[src/sv/ptc_pkg.sv]
// ============================================================================
// ptc_pkg - shared types and constants for the compensation core
// Calibration layout, a division helper, register indexes and pipeline transfer types.
// ============================================================================
package ptc_pkg;

    localparam int unsigned DIV_STEPS = 32;

    typedef enum logic [1:0] {
        REG_CAL_TEMP       = 2'd0,
        REG_CAL_PRESS_LOW  = 2'd1,
        REG_CAL_PRESS_HIGH = 2'd2,
        REG_CAL_PRESS_LAST = 2'd3
    } t_reg_index;

    typedef struct packed {
        logic [15:0] t1;
        logic signed [15:0] t2;
        logic signed [15:0] t3;
        logic [15:0] p1;
        logic signed [15:0] p2;
        logic signed [15:0] p3;
        logic signed [15:0] p4;
        logic signed [15:0] p5;
        logic signed [15:0] p6;
        logic signed [15:0] p7;
        logic signed [15:0] p8;
        logic signed [15:0] p9;
    } t_cal;

    // item after the front part: temperature done, fine temperature and raw pressure carried on
    typedef struct packed {
        logic signed [31:0] temp;
        logic signed [31:0] fine;
        logic [19:0]        adc_p;
    } t_front_item;

    typedef struct packed {
        logic [31:0] temp;
        logic [31:0] press;
    } t_result;

    // signed division by 2^n, truncating toward zero
    function automatic logic signed [31:0] tdiv_pow2(input logic signed [31:0] a,
                                                     input int unsigned n);
        logic signed [31:0] bias;
        bias = a[31] ? ((32'sd1 <<< n) - 32'sd1) : 32'sd0;
        return (a + bias) >>> n;
    endfunction

endpackage

[src/sv/ptc_queue.sv]
// ============================================================================
// ptc_queue - short FIFO between the front and back parts
// Register-based, power-of-two depth, full/empty from a fill count.
// ============================================================================
module ptc_queue
    import ptc_pkg::*;
#(
    parameter int unsigned DEPTH = 4
) (
    input  logic        i_clk,
    input  logic        i_rst_n,
    input  logic        i_valid,
    output logic        o_ready,
    input  t_front_item i_item,
    output logic        o_valid,
    input  logic        i_ready,
    output t_front_item o_item
);
    localparam int unsigned AW = $clog2(DEPTH);

    t_front_item       r_mem [DEPTH];
    logic [AW-1:0]     r_wp, r_rp;
    logic [AW:0]       r_cnt;
    logic              push, pop;

    assign o_ready = (r_cnt != (AW+1)'(DEPTH));
    assign o_valid = (r_cnt != '0);
    assign o_item  = r_mem[r_rp];
    assign push    = i_valid && o_ready;
    assign pop     = o_valid && i_ready;

    always_ff @(posedge i_clk) begin
        if (!i_rst_n) begin
            r_wp  <= '0;
            r_rp  <= '0;
            r_cnt <= '0;
        end else begin
            if (push) r_wp <= r_wp + 1'b1;
            if (pop)  r_rp <= r_rp + 1'b1;
            r_cnt <= r_cnt + (AW+1)'(push) - (AW+1)'(pop);
        end
    end

    always_ff @(posedge i_clk) begin
        if (push) r_mem[r_wp] <= i_item;
    end
endmodule

[config.mk]
export PLATFORM = sky130hd
export DESIGN_NAME = ptc_queue
export DESIGN_NICKNAME = d
export VERILOG_FILES = /design/src/sv/ptc_pkg.sv /design/src/sv/ptc_queue.sv
export SDC_FILE = /design/constraint.sdc
export NUM_CORES = 1
export LEC_CHECK = 0
export BUFFER_PORTS_ARGS = -buffer_cell sky130_fd_sc_hd__buf_2
export CAP_MARGIN = 20
export CORE_UTILIZATION = 57
export DETAILED_ROUTE_END_ITERATION = 7
export PLACE_DENSITY = 0.78
export SLEW_MARGIN = 20
export SYNTH_ARGS = -nofsm -noshare
export SYNTH_HDL_FRONTEND = slang
export SYNTH_SLANG_ARGS = --single-unit
export TNS_END_PERCENT = 1
[constraint.sdc]
create_clock -name i_clk -period 5.04 [get_ports i_clk]
set_clock_uncertainty 0.05 [all_clocks]
set_input_delay 1.26 -clock i_clk [delete_from_list [all_inputs] [get_ports i_clk]]
set_output_delay 1.26 -clock i_clk [all_outputs]
set_load 0.01 [all_outputs]
==> metrics.txt <==
status complete, no violations; postcts setup bufs 0; Crit Path Category flip-flop to output port; Cells after DPL 930; DRC Markers 0; Max clock buf depth 3; Seq pwr share 47.2%; port bufs 173; CTS Sinks 345; vias post-DR 5701; die area 22700 µm²; routability cong. 0.784; final max-slew violation count 0; LEAKAGE 5.03 nW; DR WL/cell 22.6 µm; H-tree depth 2; Async SR Flop Fraction 0%; CTS tree yes; cells after synthesis 486; top-count cell post-synth edfxtp_1; Final WS setup 1220 ps; Area contributors post-synth edfxtp_1, mux4_2, dfxtp_1; top cell type's share of synthesized area 80.2%; syn_nets 581; Worst setup EP type output port; Pwr Total 7.72 mW; 1st-iter DRT viols 363; number of CTS-inserted buffers 36; Clock Power Share 33.1%; period utilization 75.7%; drt total wl 22500 µm; Post-synth top cells edfxtp_1, mux4_2, dfxtp_1; Core Util, Final 68.7%; switching pwr 1.93 mW; combinational power share 19.8%; mapped cell area 12600 µm²; Tightest Hold Check Type flip-flop to flip-flop; switching portion of total power 25.0%; chip width 151 µm; Root Buffer clkbuf_16; sequential share of the synthesized area 81.6%; initial antenna violation count 4; final setup vio count 0; height of the die 151 µm; antenna viol nets, final 0; Data arrival, critical path 2510 ps; Worst-path clk slew 60 ps; Yosys cell types 20; ratio of cells with drive above 1 in the final layout 45.1%; I/O pin count 174; gr usage total 20.4%; Period minus WS final 3820 ps; max-cap check violation count 0; top_reg_cell synth edfxtp_1; first-pass GRT wire length 33600 µm; CP Launch Type flip-flop; CTS hold repair buffers 0; Power Density 517 nW/µm²; TNS Setup 0 ps; Critical Path RT 3730 ps; Final Hold Fails 0; R2R setup slack 2340 ps; actual slew at the worst max-slew pin 707 ps; YS warnings 0; largest net degree at the start of global routing 85; vias per cell 5.74; EDFF count, synth 336; Area growth syn-to-layout 18.7%; Achievable Freq 0.262 GHz; Initial Utilization 57.9%; first-pass iteration count of the detailed router 5; CP max FO 31; worst skew pair latency 500 ps; # nets final 783; cell taking the most area after synthesis edfxtp_1; half-perimeter wire length after placement 13400 µm; core area 21800 µm²; RSZ-0062 raised after global routing false; syn_area_per_cell 25.9 µm²; post-CTS sizing 0; global route overflow 0; vias in the first global route 6011; Int Power 5.79 mW; Slew headroom 52.8%; Yosys reg bits 345; Cell Rows 54; pre-CTS setup slack 1540 ps; maximum VDD drop 0.000322 V; non-filler cells, final 994
## critical path: stages, from the launching register on
cell and delay (ps):
dfxtp_4 770, buf_4 470, mux4_2 600, buf_2 160
## registers in the layout, summed over array words and instances, names as in the netlist, named ones only
name	flops
r_rp	2
r_wp	2
r_mem	336
r_cnt	3
## placed cells by master, fill, tap and decap left out, drive strengths merged
cell,count
xnor2,4
or3,1
o31a,1
o311ai,1
nor2b,3
nor2,1
buf,183
dfxtp,9
diode,2
clkinv,8
a21boi,1
bufinv,4
ha,6
clkbuf,46
inv,8
mux2i,2
clkinvlp,1
and2,7
mux4,84
fa,1
nand2,5
edfxtp,336
## layout make-up
type	instances	area (µm²)
fill	1334	6810
antenna	2	5.00
tap	280	350
clock inverter	16	188
sequential	345	10300
timing repair buffer	183	978
multi-input combinational	117	2170
clock buffer	46	960
inverter	5	18.8
## logic make-up (layout without fill, tap and decap cells)
group	count (synthesis)	count (layout)	synth area share [%]
DFF	345	345	81.6
muxes	86	86	15.2
buffers and inverters	24	250	1.26
and+or+nand+nor	17	17	0.726
adders and majority gates	7	7	0.755
xor gates and xnor gates	4	4	0.278
AOI/OAI and AO/OA	3	3	0.199
other	0	2	0
## power groups by stage
stage / Combinational [mW] / Sequential (mW) / Clock (mW)
after CTS: 1.56 / 3.65 / 2.61
final: 1.53 / 3.64 / 2.55
after global placement: 1.52 / 3.68 / 0
after detailed placement: 1.55 / 3.71 / 0
after floorplan: 1.09 / 3.61 / 0
after global routing: 1.66 / 3.68 / 2.72
## worst paths after layout
kind                         from              endpoint  depth (start not counted)
max                     flip-flop            o_item[64]                          3
min          r_wp[0]$_SDFFE_PN0P_  r_wp[0]$_SDFFE_PN0P_                          2
max reg2reg   r_cnt[1]$_SDFF_PN0_   r_cnt[2]$_SDFF_PN0_                         11
min reg2reg  r_wp[0]$_SDFFE_PN0P_  r_wp[0]$_SDFFE_PN0P_                          2
## per-layer routing
metal  GRT usage, %  wire, µm
met5              0        27
met2           32.4     11000
met4           5.80       396
met1           27.7      9140
met3           6.12      1860
## stage by stage
step	hold slack (ps)	instance area, µm²
6_report	477	14900
5_1_grt	497	14900
4_1_cts	469	14900
3_5_place_dp	461	13800
3_3_place_gp	430	13800
2_1_floorplan	418	12600
(Power assumes the default switching activity.)
