### src/sv/ptc_pkg.sv
// ============================================================================
// ptc_pkg - shared types and constants for the compensation core
// Calibration layout, a division helper, register indexes and pipeline transfer types.
// ============================================================================
package ptc_pkg;

    localparam int unsigned DIV_STEPS = 32;

    typedef enum logic [1:0] {
        REG_CAL_TEMP       = 2'd0,
        REG_CAL_PRESS_LOW  = 2'd1,
        REG_CAL_PRESS_HIGH = 2'd2,
        REG_CAL_PRESS_LAST = 2'd3
    } t_reg_index;

    typedef struct packed {
        logic [15:0] t1;
        logic signed [15:0] t2;
        logic signed [15:0] t3;
        logic [15:0] p1;
        logic signed [15:0] p2;
        logic signed [15:0] p3;
        logic signed [15:0] p4;
        logic signed [15:0] p5;
        logic signed [15:0] p6;
        logic signed [15:0] p7;
        logic signed [15:0] p8;
        logic signed [15:0] p9;
    } t_cal;

    // item after the front part: temperature done, fine temperature and raw pressure carried on
    typedef struct packed {
        logic signed [31:0] temp;
        logic signed [31:0] fine;
        logic [19:0]        adc_p;
    } t_front_item;

    typedef struct packed {
        logic [31:0] temp;
        logic [31:0] press;
    } t_result;

    // signed division by 2^n, truncating toward zero
    function automatic logic signed [31:0] tdiv_pow2(input logic signed [31:0] a,
                                                     input int unsigned n);
        logic signed [31:0] bias;
        bias = a[31] ? ((32'sd1 <<< n) - 32'sd1) : 32'sd0;
        return (a + bias) >>> n;
    endfunction

endpackage

### src/sv/ptc_front.sv
// ============================================================================
// ptc_front - temperature compensation pipeline
// Four register stages compute fine temperature and temperature; stalls as one.
// ============================================================================
module ptc_front
    import ptc_pkg::*;
(
    input  logic        i_clk,
    input  logic        i_rst_n,
    input  t_cal        i_cal,
    input  logic        i_valid,
    output logic        o_ready,
    input  logic [19:0] i_raw_t,
    input  logic [19:0] i_raw_p,
    output logic        o_valid,
    input  logic        i_ready,
    output t_front_item o_item
);
    logic [3:0] r_v;
    logic       adv;

    logic signed [31:0] r_a0, r_d0;
    logic [19:0]        r_p0, r_p1, r_p2, r_p3;
    logic signed [31:0] r_am1, r_dd1;
    logic signed [31:0] r_a2, r_b2m;
    logic signed [31:0] r_fine3, r_temp3;

    logic signed [31:0] adc_t, t1, n_a0, n_d0, dd_s, fine, temp5;

    assign adv     = !r_v[3] || i_ready;
    assign o_ready = adv;
    assign o_valid = r_v[3];
    assign o_item  = '{temp: r_temp3, fine: r_fine3, adc_p: r_p3};

    always_comb begin
        adc_t = {12'd0, i_raw_t};
        t1    = {16'd0, i_cal.t1};
        n_a0  = (adc_t >>> 3) - (t1 <<< 1);
        n_d0  = (adc_t >>> 4) - t1;
        dd_s  = r_dd1 >>> 12;
        fine  = (r_a2 + (r_b2m >>> 14));
        temp5 = fine * 32'sd5 + 32'sd128;
    end

    always_ff @(posedge i_clk) begin
        if (!i_rst_n) begin
            r_v <= '0;
        end else if (adv) begin
            r_v <= {r_v[2:0], i_valid};
        end
    end

    always_ff @(posedge i_clk) begin
        if (adv) begin
            r_a0    <= n_a0;
            r_d0    <= n_d0;
            r_p0    <= i_raw_p;
            r_am1   <= r_a0 * 32'(i_cal.t2);
            r_dd1   <= r_d0 * r_d0;
            r_p1    <= r_p0;
            r_a2    <= r_am1 >>> 11;
            r_b2m   <= dd_s * 32'(i_cal.t3);
            r_p2    <= r_p1;
            r_fine3 <= fine;
            r_temp3 <= temp5 >>> 8;
            r_p3    <= r_p2;
        end
    end
endmodule

### config.mk
export PLATFORM = sky130hd
export DESIGN_NAME = ptc_front
export DESIGN_NICKNAME = d
export VERILOG_FILES = /design/src/sv/ptc_pkg.sv /design/src/sv/ptc_front.sv
export SDC_FILE = /design/constraint.sdc
export NUM_CORES = 2
export LEC_CHECK = 0
export BUFFER_PORTS_ARGS = -buffer_cell sky130_fd_sc_hd__buf_2
export CORE_ASPECT_RATIO = 0.75
export CORE_MARGIN = 10
export CORE_UTILIZATION = 52
export CTS_CLUSTER_SIZE = 10
export DETAILED_ROUTE_END_ITERATION = 7
export PLACE_DENSITY_LB_ADDON = 0.12
export SYNTH_ARGS = -nofsm -noshare
export SYNTH_HDL_FRONTEND = slang
export SYNTH_SLANG_ARGS = --single-unit
### constraint.sdc
create_clock -name i_clk -period 10.6 [get_ports i_clk]
set_clock_uncertainty 0.1 [all_clocks]
set_input_delay 1.59 -clock i_clk [delete_from_list [all_inputs] [get_ports i_clk]]
set_output_delay 1.59 -clock i_clk [all_outputs]
set_load 0.02 [all_outputs]
==> impl_metrics.yaml <==
sta:
  post-route-worst-setup-slack_ns: 2.06
  rsz0062_at_grt: "no"
  period_needed_ns: 8.54
  timing_worst_slew_pin_value_ns: 0.971
  layout_worst_path_cycle_share_pct: 80.5
  relSlewSlack_pct: 35.3
  setup_tns_ns: 0
  maxSlewViolCount: 0
  setup_viol: 0
  achievable-frequency_mhz: 117
  timing_hold_violations_final: 0
global_route:
  global_route.usage.met1_pct: 31.3
  grt_antenna_before_repair: 2
  grtUsageMet2_pct: 32.3
  grtUsageTotal_pct: 20.5
  grt_max_degree: 171
  first_global_vias: 27998
  global_route.usage.met3_pct: 2.10
  grt-ovfl-total: 0
  grt_pass1_wl_um: 151000
  grt-busiest-layer: "met2"
place:
  placed_area_um2: 43000
  port_buffers: 174
  placement.setup.worst_slack_ns: 2.02
  gp_congestion: 0.835
  post_dp_hpwl_um: 73400
  dp_cells: 5116
routing:
  drt_drc_violations_left: 0
  route.detailed.wl_per_inst_um: 17.5
  avgViaCountPerCell: 5.03
  drt_first_iter_violations: 1328
  vias: 25962
  routed_wirelength_um: 90100
  detailedRoute.firstPassIterationCount: 6
  antenna_violating_nets_post_route: 0
final_layout:
  fin_cells: 5161
  layout.nets: 5599
  final_layout_size_suffix_gt1_share_pct: 6.51
  area_delta_synth_final_pct: 6.24
  post-route-cell-area_um2: 43900
clocking:
  clkLatencyLatePin_ns: 0.61
  cts.sink_count: 223
  num_cts_buffers: 28
  postCtsHoldBufs: 0
  clock_tree_from_tritoncts: "yes"
  clk_pin_slew_ns: 0.06
  cts.root.buffer_cell: "clkbuf_16"
  clock_tree.htree_level_count: 1
  cts_setup_buffers: 0
  ctsLongestPathBuffers: 3
  cts-resized-gates: 0
setup_path:
  cp_data_required_time_ns: 10.86
  worst-setup-path-type: "reg2reg"
  cp.arrival_ns: 8.80
  cpMaxStageDelayCell: "fa_1"
  setup.worst_path.end_class: "flop"
  worstSetupStartpointType: "flop"
  critical-path-top-cell-by-count: "fa_1"
  critPathMaxFanout: 8
  worst_path_dominant_cell_family: "adder cells"
  worstPathBufferInverterCount: 5
  critPathMaxStageDelay_ns: 0.68
  crit_chain: "nand2_1, inv_1, ha_1, inv_1, fa_1, inv_1, fa_1, inv_1, fa_1, inv_1, fa_1, fa_1, fa_1, fa_1, ha_1, a21o_1, a21o_1, a221o_1, or3_1, o211ai_1, a21boi_1, o221a_2"
yosys:
  syn-instance-count: 4022
  syn_area_um2: 41300
  asyncSetResetFlopFracSynth_pct: 0
  synth_fp_nets: 5521
  synth_enable_flop_cells: 219
  ys_ff_latch: 223
  ys_seq_area_share_pct: 16.1
  synthDistinctLibCells: 76
  avgSynthCellArea_um2: 10.3
  yosysWarningCount: 0
  synthFlopType: "edfxtp_1"
floorplan:
  chipWidth_um: 345
  dieArea_um2: 91200
  number_of_core_rows: 89
  core_area_um2: 78600
  effective_utilization_at_floorplan_pct: 52.5
  dieHeight_um: 264
  floorplan.io_pins: 322
min_path:
  holdCritPathClass: "reg2reg"
flow_run:
  max-cap-violations: 0
run_status:
  status: "completed"
## path summary, 6_finish.rpt
| path | from | to | slack (ns) | depth (start not counted) |
|---|---|---|---|---|
| max | r_a0[30] | r_dd1[30] | 2.06 | 22 |
| min | r_p1[13] | r_p2[13] | 0.31 | 0 |
| max reg2reg | r_a0[30] | r_dd1[30] | 2.06 | 22 |
| min reg2reg | r_p1[13] | r_p2[13] | 0.31 | 0 |
## final cells by class
type,instances,area (um2)
Fill cell,7036,34800
Multi-Input combinational cell,2602,30100
Sequential cell,223,6660
Inverter,1044,3920
Tap cell,1046,1310
Timing Repair Buffer,201,1090
Clock buffer,36,741
Clock inverter,8,90.1
Antenna cell,1,2.50
## synth_stat cells (all sizes together) (3+ instances only)
cell	n	area share [%]
o21bai	3	0.055
ha	389	12
xor2	39	0.83
a221oi	3	0.064
o22ai	3	0.045
inv	1044	9.5
and4	4	0.085
and2	295	4.5
o31ai	5	0.10
nand3	19	0.23
o211ai	6	0.11
a21oi	51	0.63
edfxtp	219	16
nand2	437	4.0
nor3	29	0.35
o21a	15	0.27
buf	26	0.45
or2	6	0.091
clkbuf	127	1.2
xnor2	134	2.8
nand2b	26	0.39
o21ai	30	0.37
a21boi	8	0.15
dfxtp	4	0.19
a31o	5	0.11
nor2b	29	0.44
nor2	87	0.79
and3	7	0.11
a211oi	9	0.21
mux2i	3	0.073
o41ai	3	0.082
or3	3	0.045
a21o	30	0.55
a31oi	6	0.091
nand4	9	0.14
fa	874	42
## per-stage QoR
step / utilization, % / hold WS (ns)
2_1_floorplan: - / 0.300
3_3_place_gp: 54.7 / 0.300
3_5_place_dp: 54.7 / 0.305
4_1_cts: 55.8 / 0.312
5_1_grt: 55.8 / 0.313
6_report: 55.8 / 0.311
## cell families (layout without fill, tap and decap cells)
group / after synthesis / count (layout) / synth area share [%]
other: 0 / 1 / 0
AOI/OAI and AO/OA: 201 / 201 / 3.48
DFF: 223 / 223 / 16.1
muxes: 5 / 5 / 0.127
adders and majority gates: 1263 / 1263 / 54.2
and+or+nand+nor: 960 / 960 / 11.3
buffers and inverters: 1197 / 1289 / 11.1
xor gates and xnor gates: 173 / 173 / 3.67
## registers in the layout (all words and copies together), names as in the netlist
signal / flops
r_fine3: 22
r_a2: 21
r_am1: 21
r_dd1: 20
r_p0: 20
r_p1: 20
r_p2: 20
r_p3: 20
r_temp3: 19
r_a0: 18
r_b2m: 18
r_v: 4
## cell usage in the layout, fill, tap and decap left out, types with 27 or more instances in the layout
cell type,synthesis,layout
a21o_1,28,28
a21oi_1,50,50
and2_1,295,295
buf_2,0,174
clkbuf_16,0,28
edfxtp_1,219,219
fa_1,874,874
ha_1,389,389
inv_1,1044,1044
nand2_1,437,437
nor2_1,87,87
nor2b_1,29,29
nor3_1,29,29
o21ai_0,27,27
xnor2_1,134,134
xor2_1,39,39
## per-layer routing
metal  wire, um  part of all wire [%]
met1      43700                    49
met2      40300                    45
met3       5070                   5.6
met4        969                   1.1
met5          0                     0
Power is left out: the tool's default activity adds up to more than one toggle a clock period on the data nets, which glitch-free logic cannot reach.
